<file path="src/rtl/core/rcts_pkg.sv">
package rcts_pkg;

    localparam int STAMP_W = 64;

    typedef enum logic [1:0] {
        MODE_PUSH   = 2'd0,
        MODE_UPDATE = 2'd1,
        MODE_CLEAR  = 2'd2
    } t_mode;

    typedef enum logic [1:0] {
        S_IDLE,
        S_EVAL,
        S_OUT
    } t_state;

endpackage

</file>
<file path="src/rtl/core/rcts_if.sv">
interface rcts_in_if #(
    parameter int INDEX_BITS = 24
);
    logic                   valid;
    logic                   ready;
    logic [1:0]             mode;
    logic [INDEX_BITS-1:0]  chunk_begin;
    logic [INDEX_BITS-1:0]  chunk_end;
    logic [63:0]            chunk_stamp;
    logic                   chunk_starts_frame;
    logic [INDEX_BITS-1:0]  read_position;

    modport source (
        output valid, mode, chunk_begin, chunk_end, chunk_stamp,
               chunk_starts_frame, read_position,
        input  ready
    );
    modport sink (
        input  valid, mode, chunk_begin, chunk_end, chunk_stamp,
               chunk_starts_frame, read_position,
        output ready
    );
endinterface

interface rcts_out_if #(
    parameter int CNT_BITS = 6
);
    logic                 valid;
    logic                 ready;
    logic [63:0]          frame_stamp;
    logic                 stamp_found;
    logic                 read_stalled;
    logic                 holder_found;
    logic [CNT_BITS-1:0]  chunks_removed;
    logic                 push_dropped;
    logic [CNT_BITS-1:0]  entries_held;

    modport source (
        output valid, frame_stamp, stamp_found, read_stalled, holder_found,
               chunks_removed, push_dropped, entries_held,
        input  ready
    );
    modport sink (
        input  valid, frame_stamp, stamp_found, read_stalled, holder_found,
               chunks_removed, push_dropped, entries_held,
        output ready
    );
endinterface

</file>
<file path="src/rtl/core/rcts_ram.sv">
module rcts_ram #(
    parameter int WIDTH = 8,
    parameter int DEPTH = 32,
    parameter int AW    = (DEPTH > 1) ? $clog2(DEPTH) : 1
) (
    input  logic             i_clk,
    input  logic             i_we,
    input  logic [AW-1:0]    i_waddr,
    input  logic [WIDTH-1:0] i_wdata,
    input  logic [AW-1:0]    i_raddr,
    output logic [WIDTH-1:0] o_rdata
);
    logic [WIDTH-1:0] r_mem [DEPTH];
    logic [WIDTH-1:0] r_rdata;

    always_ff @(posedge i_clk) begin
        if (i_we) begin
            r_mem[i_waddr] <= i_wdata;
        end
        r_rdata <= r_mem[i_raddr];
    end

    assign o_rdata = r_rdata;
endmodule

</file>
<file path="src/rtl/core/ring_chunk_timestamp_tracker_top.sv">
// Channel   Dir  Modport  Payload
// i_item    in   sink     mode, chunk_begin/end, chunk_stamp, chunk_starts_frame, read_position
// o_result  out  source   frame_stamp, flags, chunks_removed, entries_held
//
// One transaction at a time. Push, clear and unused codes go from S_IDLE straight to S_OUT.
// Update pops chunks in S_EVAL, one pop per cycle through the chunk RAM's
// registered read port (address steered to the next head while popping).
// i_rst_n (sync, active low) empties the queue and forgets the previous read index.
// Input ready stays low until the result transaction completes.
module ring_chunk_timestamp_tracker_top #(
    parameter int QUEUE_DEPTH = 32,
    parameter int INDEX_BITS  = 24
) (
    input  logic         i_clk,
    input  logic         i_rst_n,
    rcts_in_if.sink      i_item,
    rcts_out_if.source   o_result
);
    import rcts_pkg::*;

    localparam int AW = (QUEUE_DEPTH > 1) ? $clog2(QUEUE_DEPTH) : 1;
    localparam int CW = $clog2(QUEUE_DEPTH + 1);
    localparam int EW = 2 * INDEX_BITS + STAMP_W + 1;
    localparam logic [AW-1:0] LAST_SLOT = AW'(QUEUE_DEPTH - 1);
    localparam logic [CW-1:0] FULL_CNT  = CW'(QUEUE_DEPTH);

    function automatic logic [AW-1:0] next_slot(input logic [AW-1:0] s);
        next_slot = (s == LAST_SLOT) ? '0 : s + AW'(1);
    endfunction

    function automatic logic holds_index(input logic [INDEX_BITS-1:0] b,
                                         input logic [INDEX_BITS-1:0] e,
                                         input logic [INDEX_BITS-1:0] r);
        if (b < e) begin
            holds_index = (b < r) && (r <= e);
        end else begin
            holds_index = (b < r) || (r <= e);
        end
    endfunction

    t_state                r_state, n_state;
    logic [AW-1:0]         r_head, n_head;
    logic [AW-1:0]         r_tail, n_tail;
    logic [CW-1:0]         r_occ, n_occ;
    logic [INDEX_BITS-1:0] r_prev, n_prev;
    logic                  r_prev_valid, n_prev_valid;

    logic [INDEX_BITS-1:0] r_rd, n_rd;
    logic [STAMP_W-1:0]    r_stamp, n_stamp;
    logic                  r_found, n_found;
    logic                  r_stalled, n_stalled;
    logic                  r_holder, n_holder;
    logic [CW-1:0]         r_removed, n_removed;
    logic                  r_dropped, n_dropped;

    logic                  in_acc;
    logic                  ram_we;
    logic [AW-1:0]         ram_raddr;
    logic [EW-1:0]         ram_wdata, ram_rdata;
    logic [INDEX_BITS-1:0] rd_begin, rd_end;
    logic [STAMP_W-1:0]    rd_stamp;
    logic                  rd_flag;
    logic                  hold;
    logic [AW-1:0]         head_next;

    assign ram_wdata = {i_item.chunk_starts_frame, i_item.chunk_stamp,
                        i_item.chunk_end, i_item.chunk_begin};
    assign {rd_flag, rd_stamp, rd_end, rd_begin} = ram_rdata;

    rcts_ram #(
        .WIDTH (EW),
        .DEPTH (QUEUE_DEPTH),
        .AW    (AW)
    ) u_ram (
        .i_clk   (i_clk),
        .i_we    (ram_we),
        .i_waddr (r_tail),
        .i_wdata (ram_wdata),
        .i_raddr (ram_raddr),
        .o_rdata (ram_rdata)
    );

    assign in_acc    = i_item.valid && (r_state == S_IDLE);
    assign hold      = holds_index(rd_begin, rd_end, r_rd);
    assign head_next = next_slot(r_head);

    always_comb begin
        n_state      = r_state;
        n_head       = r_head;
        n_tail       = r_tail;
        n_occ        = r_occ;
        n_prev       = r_prev;
        n_prev_valid = r_prev_valid;
        n_rd         = r_rd;
        n_stamp      = r_stamp;
        n_found      = r_found;
        n_stalled    = r_stalled;
        n_holder     = r_holder;
        n_removed    = r_removed;
        n_dropped    = r_dropped;
        ram_we       = 1'b0;
        ram_raddr    = r_head;

        unique case (r_state)
            S_IDLE: begin
                if (in_acc) begin
                    n_stamp   = '0;
                    n_found   = 1'b0;
                    n_stalled = 1'b0;
                    n_holder  = 1'b0;
                    n_removed = '0;
                    n_dropped = 1'b0;
                    n_state   = S_OUT;
                    unique case (t_mode'(i_item.mode))
                        MODE_PUSH: begin
                            if (r_occ == FULL_CNT) begin
                                n_dropped = 1'b1;
                            end else begin
                                ram_we = 1'b1;
                                n_tail = next_slot(r_tail);
                                n_occ  = r_occ + CW'(1);
                            end
                        end
                        MODE_UPDATE: begin
                            n_rd         = i_item.read_position;
                            n_stalled    = r_prev_valid && (r_prev == i_item.read_position);
                            n_prev_valid = 1'b1;
                            n_prev       = i_item.read_position;
                            if (r_occ != '0) begin
                                n_state = S_EVAL;
                            end
                        end
                        MODE_CLEAR: begin
                            n_head = '0;
                            n_tail = '0;
                            n_occ  = '0;
                        end
                        default: begin
                        end
                    endcase
                end
            end
            S_EVAL: begin
                // RAM data is the head entry; prefetch the following one
                ram_raddr = head_next;
                if (!r_found && rd_flag) begin
                    n_stamp = rd_stamp;
                    n_found = 1'b1;
                end
                n_holder  = hold;
                n_head    = head_next;
                n_occ     = r_occ - CW'(1);
                n_removed = r_removed + CW'(1);
                if (hold || (r_occ == CW'(1))) begin
                    n_state = S_OUT;
                end
            end
            S_OUT: begin
                if (o_result.ready) begin
                    n_state = S_IDLE;
                end
            end
            default: begin
                n_state = S_IDLE;
            end
        endcase
    end

    always_ff @(posedge i_clk) begin
        if (!i_rst_n) begin
            r_state      <= S_IDLE;
            r_head       <= '0;
            r_tail       <= '0;
            r_occ        <= '0;
            r_prev       <= '0;
            r_prev_valid <= 1'b0;
        end else begin
            r_state      <= n_state;
            r_head       <= n_head;
            r_tail       <= n_tail;
            r_occ        <= n_occ;
            r_prev       <= n_prev;
            r_prev_valid <= n_prev_valid;
        end
    end

    always_ff @(posedge i_clk) begin
        r_rd      <= n_rd;
        r_stamp   <= n_stamp;
        r_found   <= n_found;
        r_stalled <= n_stalled;
        r_holder  <= n_holder;
        r_removed <= n_removed;
        r_dropped <= n_dropped;
    end

    assign i_item.ready            = (r_state == S_IDLE);
    assign o_result.valid          = (r_state == S_OUT);
    assign o_result.frame_stamp    = r_stamp;
    assign o_result.stamp_found    = r_found;
    assign o_result.read_stalled   = r_stalled;
    assign o_result.holder_found   = r_holder;
    assign o_result.chunks_removed = r_removed;
    assign o_result.push_dropped   = r_dropped;
    assign o_result.entries_held   = r_occ;
endmodule

</file>
<file path="src/flat_wrapper.sv">
// flat-port wrapper written by rule: the top's interface ports become plain ports
module ring_chunk_timestamp_tracker_top_flat import rcts_pkg::*;
#(
    parameter int QUEUE_DEPTH = 32,
    parameter int INDEX_BITS  = 24
)
  (i_clk, i_rst_n, i_item_valid, i_item_mode, i_item_chunk_begin, i_item_chunk_end, i_item_chunk_stamp, i_item_chunk_starts_frame, i_item_read_position, i_item_ready, o_result_valid, o_result_frame_stamp, o_result_stamp_found, o_result_read_stalled, o_result_holder_found, o_result_chunks_removed, o_result_push_dropped, o_result_entries_held, o_result_ready);
  rcts_in_if #(.INDEX_BITS(INDEX_BITS)) i_item_i ();
  rcts_out_if o_result_i ();
  input  logic i_clk;
  input  logic i_rst_n;
  input wire logic [$bits(i_item_i.valid)-1:0] i_item_valid;
  input wire logic [$bits(i_item_i.mode)-1:0] i_item_mode;
  input wire logic [$bits(i_item_i.chunk_begin)-1:0] i_item_chunk_begin;
  input wire logic [$bits(i_item_i.chunk_end)-1:0] i_item_chunk_end;
  input wire logic [$bits(i_item_i.chunk_stamp)-1:0] i_item_chunk_stamp;
  input wire logic [$bits(i_item_i.chunk_starts_frame)-1:0] i_item_chunk_starts_frame;
  input wire logic [$bits(i_item_i.read_position)-1:0] i_item_read_position;
  output wire logic [$bits(i_item_i.ready)-1:0] i_item_ready;
  output wire logic [$bits(o_result_i.valid)-1:0] o_result_valid;
  output wire logic [$bits(o_result_i.frame_stamp)-1:0] o_result_frame_stamp;
  output wire logic [$bits(o_result_i.stamp_found)-1:0] o_result_stamp_found;
  output wire logic [$bits(o_result_i.read_stalled)-1:0] o_result_read_stalled;
  output wire logic [$bits(o_result_i.holder_found)-1:0] o_result_holder_found;
  output wire logic [$bits(o_result_i.chunks_removed)-1:0] o_result_chunks_removed;
  output wire logic [$bits(o_result_i.push_dropped)-1:0] o_result_push_dropped;
  output wire logic [$bits(o_result_i.entries_held)-1:0] o_result_entries_held;
  input wire logic [$bits(o_result_i.ready)-1:0] o_result_ready;
  assign i_item_i.valid = i_item_valid;
  assign i_item_i.mode = i_item_mode;
  assign i_item_i.chunk_begin = i_item_chunk_begin;
  assign i_item_i.chunk_end = i_item_chunk_end;
  assign i_item_i.chunk_stamp = i_item_chunk_stamp;
  assign i_item_i.chunk_starts_frame = i_item_chunk_starts_frame;
  assign i_item_i.read_position = i_item_read_position;
  assign i_item_ready = i_item_i.ready;
  assign o_result_valid = o_result_i.valid;
  assign o_result_frame_stamp = o_result_i.frame_stamp;
  assign o_result_stamp_found = o_result_i.stamp_found;
  assign o_result_read_stalled = o_result_i.read_stalled;
  assign o_result_holder_found = o_result_i.holder_found;
  assign o_result_chunks_removed = o_result_i.chunks_removed;
  assign o_result_push_dropped = o_result_i.push_dropped;
  assign o_result_entries_held = o_result_i.entries_held;
  assign o_result_i.ready = o_result_ready;
  ring_chunk_timestamp_tracker_top #(.QUEUE_DEPTH(QUEUE_DEPTH), .INDEX_BITS(INDEX_BITS)) u_core (.i_clk(i_clk), .i_rst_n(i_rst_n), .i_item(i_item_i), .o_result(o_result_i));
endmodule
</file>
<file path="config.mk">
export PLATFORM = sky130hd
export DESIGN_NAME = ring_chunk_timestamp_tracker_top_flat
export DESIGN_NICKNAME = d
export VERILOG_FILES = /design/src/rtl/core/rcts_pkg.sv /design/src/rtl/core/rcts_if.sv /design/src/rtl/core/rcts_ram.sv /design/src/rtl/core/ring_chunk_timestamp_tracker_top.sv /design/src/flat_wrapper.sv
export SDC_FILE = /design/constraint.sdc
export NUM_CORES = 2
export LEC_CHECK = 0
export BUFFER_PORTS_ARGS = -buffer_cell sky130_fd_sc_hd__buf_4
export CAP_MARGIN = 20
export CORE_MARGIN = 4
export CORE_UTILIZATION = 35
export CTS_BUF_LIST = sky130_fd_sc_hd__clkbuf_16
export CTS_CLUSTER_DIAMETER = 200
export DETAILED_ROUTE_END_ITERATION = 6
export SYNTH_ARGS = -nofsm -noshare
export SYNTH_HDL_FRONTEND = slang
export SYNTH_SLANG_ARGS = --single-unit
</file>
<file path="constraint.sdc">
create_clock -name i_clk -period 16.8 [get_ports i_clk]
set_input_delay 0.84 -clock i_clk [delete_from_list [all_inputs] [get_ports i_clk]]
set_output_delay 0.84 -clock i_clk [all_outputs]
set_load 0.01 [all_outputs]
</file>
# Word level (Yosys, flattened, before mapping)
# Memories as Yosys holds them, arrays and structs flattened. A register that Yosys moved wholly into a read port is not among the register bits.
# Index checks and enable logic that the tools add are counted.
# totals
ram_bits,3616
regBits,141
inputBits,143
elab_cells,94
n_memories,1
# mem_list
name,words,word_bits,read_ports,rd_clocked_by_memory_dff,write_ports,line,rtl
u_core.u_ram.r_mem,32,113,1,1,1,rcts_ram.sv:13,logic [WIDTH-1:0] r_mem [DEPTH];
# classes
n_eq_ne,17
n_mux,35
reduce_logical,20
magnitude_cmp,3
n_addsub,5
# ops
cell,count
$mux 64,2
$pmux 64 s2,1
$lt 24x24->1,2
$pmux 6 s2,3
$mux 5,6
$eq 24x24->1,1
$le 24x24->1,1
$pmux 5 s2,2
$mux 6,3
$add 6x1->6 const B,2
$reduce_and 3->1,4
$add 5x1->5 const B,2
$eq 5x5->1 const B,2
$mux 1,10
$mux 2,5
$ne 2x1->1 const B,5
$reduce_and 4->1,2
$eq 6x1->1 const B,1
$eq 6x6->1 const B,1
$pmux 2 s3,1
$reduce_bool 6->1,1
$sub 6x1->6 const B,1
$eq 2x1->1 const B,2
$eq 2x2->1 const B,2
10 further kinds,18

# Longest topological paths before layout
# depth
word_depth,7
mapped_depth,14
mapped_depth_nobuf,10

# Cells and area by module
# From an unflattened synthesis, not the netlist that was laid out.
# unflattened
cells_unflattened,7288
hier_area_um2,146917.2
# by_module_without_submodules
mod,seq_area_each_um2,area_each_um2,cells_per_inst,instances
rcts_ram,110846.3,139438.7,6581,1
ring_chunk_timestamp_tracker_top,3803.6,7478.4,707,1

# Least setup slack after synthesis
# Ideal clock, no wire load.
# synth_timing
path_type,input-to-reg
start,in i_item_valid
end,mem u_core.u_ram.r_mem[14][0] in the netlist's numbering (enable)
required_time_ps,16213
path_stages,5
t_arrival_ps,6436
slack_ps,9777
setup_ps,587
cell_sequence,nor2b_1 > nand3b_1 > nor2_1 > nand2_1 > nor2_1
# synth_between
elab_chain_cells,5
# synth_lines
item,line,rtl
from (decl),flat_wrapper.sv:12,input wire logic [$bits(i_item_i.valid)-1:0] i_item_valid;
$logic_and 1x1->1,ring_chunk_timestamp_tracker_top.sv:83,assign in_acc = i_item.valid && (r_state == S_IDLE);
$mux 1,ring_chunk_timestamp_tracker_top.sv:106,if (in_acc) begin
$mux 1,ring_chunk_timestamp_tracker_top.sv:104,unique case (r_state)
$mux 1,rcts_ram.sv:17,if (i_we) begin
$mux 1 (implied by the code),rcts_ram.sv:18,r_mem[i_waddr] <= i_wdata;
to (decl),rcts_ram.sv:13,
# No other way between the ends.

# Final worst setup path
# layout_timing
start,reg u_core.r_head[1]
end,"reg u_core.u_ram.r_rdata[55] (netlist: u_core.u_ram.o_rdata[55]), read port of u_core.u_ram.r_mem"
# layout_between
elab_chain_cells,3
word_cells_on_any_way,4
classes_between,add/sub: 1; eq/ne: 1; mux: 2
# layout_lines
item,line,rtl
from (decl),ring_chunk_timestamp_tracker_top.sv:42,"logic [AW-1:0] r_head, n_head;"
from (signal assigned),ring_chunk_timestamp_tracker_top.sv:179,r_head <= n_head;
$add 5x1->5 or $eq 5x5->1 (tied branches),ring_chunk_timestamp_tracker_top.sv:28,next_slot = (s == LAST_SLOT) ? '0 : s + AW'(1);
$mux 5,ring_chunk_timestamp_tracker_top.sv:28,
$mux 5 (*),ring_chunk_timestamp_tracker_top.sv:104,
to (decl),rcts_ram.sv:14,logic [WIDTH-1:0] r_rdata;
# Mark *: on every way between the ends. The rest lies on a longest branch, timed or not.
# A chain may end at the register's enable or synchronous reset.

==> flow_summary.toml <==
[outcome]
outcome = "complete, but fails checks"
violations = "design-rule violations"

[clocking]
clk_latency_ns = 0.97
hold_buffers = 0
cts_resized = 0
clk_pin_slew_ns = 0.07
cts_num_sinks = 3870
h-tree-depth = 5
cts_root_buffer = "clkbuf_16"
cts_buffer_depth = 4
cts_buffers = 383
cts_tree = "yes"
cts_setup_buffers = 0

[floorplanning]
start_util_pct = 35.10
row_count = 242
dieHeight_um = 667.9
core_area_um2 = 434200
design.die.area_um2 = 446100
pin_count = 225
die_width_um = 667.9

[detailed_routing]
first_pass_iters = 7
wl_mm = 452.6
num_vias = 95980
drtAntennaViolNets = 0
drt_iter0_markers = 11680
drc = 3
vias_per_cell = 5.555
wl_per_cell_um = 26.20

[logic_synthesis]
synth-compound-area-share_pct = 6.793
synth_area_um2 = 152400
synth-edff-count = 3714
synth_top_area_share_pct = 73.17
synthXorXnorAreaFrac_pct = 0.1839
synth_nets = 11390
seq_area_frac_synth_pct = 75.22
yosysWarnings = 0
yosysTopAreaCell = "edfxtp_1"
synth_common_cells = "edfxtp_1 (3714), nand2_1 (3172), nand3_1 (1018), a311oi_1 (418), clkbuf_1 (406)"
synth.most_common_cell = "edfxtp_1"
ys_types = 67
syn_inst = 11170
synth.top_cells.by_area = "edfxtp_1 (73%), nand2_1 (7.8%), nand3_1 (3.3%)"
synthAdderAreaFrac_pct = 0.6715
synthSimpleGateAreaFrac_pct = 13.61
synth_flop_cell = "edfxtp_1"
synthArstFlopShare_pct = 0
synthMuxAreaShare_pct = 0.8702
ys_ff_latch = 3870
avgSynthCellArea_um2 = 13.64
synth_top_family_by_area = "simple AND/OR/NAND/NOR gates"

[worst_setup_path]
crit_path_end_kind = "flip-flop"
crit_chain = "ha_1, and3b_4, buf_4, a21o_4, buf_12, buf_4, buf_4, buf_4, a211oi_1, a311oi_1, a311o_1, o31ai_1, a221oi_1"
critPathTopFamily = "buffers and inverters"
criticalPathCategory = "flip-flop to flip-flop"
crit_top_cell = "buf_4"
crit_path_start_kind = "flip-flop"
critPathSlowestCell = "buf_4"
worstPathArrival_ns = 7.86
required_ns = 17.66
cp_max_fo = 140
crit_buf_inv = 5
critPathMaxStageDelay_ns = 0.80

[power_and_ir_drop]
p_switching_mw = 4.186
power_mw = 19.59
switching_share_pct = 21.37
power_leakage_nw = 58.49
p_int_mw = 15.40
pwr-share-comb_pct = 3.4
power_density_nw_per_um2 = 113.8
p_seq_share_pct = 54.6
peakVddDrop_uv = 80.13
pwr-share-clk_pct = 42.0

[grt]
grt_usage_pct = 19.54
grt_max_degree = 179
grt-ovfl-total = 0
met2_usage_pct = 31.05
globalRouteMet3Util_pct = 2.970
grt_util_met1_pct = 27.88
grt_pass1_vias = 90000
grt_pass1_wl_mm = 647.5
grt_antenna_before_repair = 58
grt_busiest_layer = "met2"

[layout]
area_growth_pct = 12.93
nets = 11430
drive_above_1_share_pct = 9.040
fillCellCount = 40090
utilization_pct = 39.64

[timing]
rsz0062_at_grt = "false"
period_needed_ns = 7.000
setup_violations = 0
slew_headroom_pct = 17.08
skew_ns = 0.07864
drv_slew = 0
whs_ns = 0.08225
timing.fmax_mhz = 142.9
final_hold_viol_count = 0
worst_pin_slew_ns = 1.244
timing.final.crit_share_pct = 41.67
fin_ws_ns = 9.800
setup_tns_ns = 0

[placed_design]
gp_congestion = 0.7672
port_buffers = 224
place_ws_ns = 10.01
hpwl_mm = 218.0

[flow_run]
maxCapViolations = 0

[min_path]
hold_path.class = "primary input to flip-flop"
## path summary, 6_finish.rpt
check,cells after the start,startpoint,to,slack [ns]
worst max-delay path,13,u_core.r_head[1],u_core.u_ram.o_rdata[55],9.80
worst min-delay path,1,i_item_read_position[11],u_core.r_rd[11],0.08
worst max register to register,13,u_core.r_head[1],u_core.u_ram.o_rdata[55],9.80
worst min register to register,2,u_core.r_prev[7],u_core.r_prev[7],0.46
## final cells by class
type                            instances  area (um^2)  area share (%)
Multi-Input combinational cell       6370        34120           19.82
Clock inverter                        325         2273           1.321
Sequential cell                      3870       114700           66.61
Tap cell                             5734         7174           4.168
Antenna cell                           16        40.04         0.02326
Inverter                              155        584.3          0.3395
Clock buffer                          386         9659           5.612
Timing Repair Buffer                  421         3611           2.098
## power groups by stage
stage	registers, mW	clock network, mW	logic (mW)
after floorplan	10.9	0	0.336
after global placement	10.9	0	0.658
after detailed placement	10.9	0	0.666
after CTS	10.7	8.34	0.668
after global routing	10.7	8.75	0.731
final	10.7	8.22	0.668
## cell usage in the layout (no fill, tap or decap), types with 155 or more instances in the layout
cell / count
clkbuf_16: 386
buf_4: 385
edfxtp_1: 3714
and3_1: 356
a311oi_1: 418
dfxtp_1: 155
nand3_1: 1018
inv_1: 258
nand2_1: 3171
a211oi_1: 200
## cell families (layout without fill, tap and decap cells)
family                   count (synthesis)  count (layout)
AO/OA/AOI/OAI                         1317            1317
multiplexers                           129             129
flip-flops                            3870            3870
buffers and inverters                  930            1287
AND/OR/NAND/NOR                       4810            4810
other                                    0              16
adder cells (fa/ha/maj)                 82              82
XOR/XNOR                                32              32
## worst reg2reg max path, delay by kind of cell, from the launching register on
kind | cells | cell delay [ns]
buf+inv | 5 | 3.69
compound gates | 6 | 1.60
flops | 1 | 0.77
simple gates | 1 | 0.57
fa+ha+maj | 1 | 0.28
## sequential cells by signal (all words and copies together), names as in the netlist, 2 cells and up
name and flops:
u_core.u_ram.o_rdata 113, u_core.o_result.entries_held 6, u_core.r_prev 24, u_core.r_tail 5, u_core.r_rd 24, u_core.o_result.chunks_removed 6
u_core.o_result.frame_stamp 64, u_core.r_head 5, u_core.r_state 2, u_core.u_ram.r_mem 3616
## layer usage
layer  vias to the layer above  share of wire [%]
met3                       730                8.4
met4                        38                2.6
met1                     49100                 43
met5                         -              0.044
li1                      41800                  -
met2                      4320                 46
## metrics by stage
| stage | std cells | cell area, um^2 |
|---|---|---|
| 2_1_floorplan | 11170 | 152400 |
| 3_3_place_gp | 16550 | 160100 |
| 3_5_place_dp | 16550 | 160100 |
| 4_1_cts | 17260 | 172100 |
| 5_1_grt | 17270 | 172100 |
| 6_report | 17280 | 172100 |
Power figures use the tool's default switching activity.
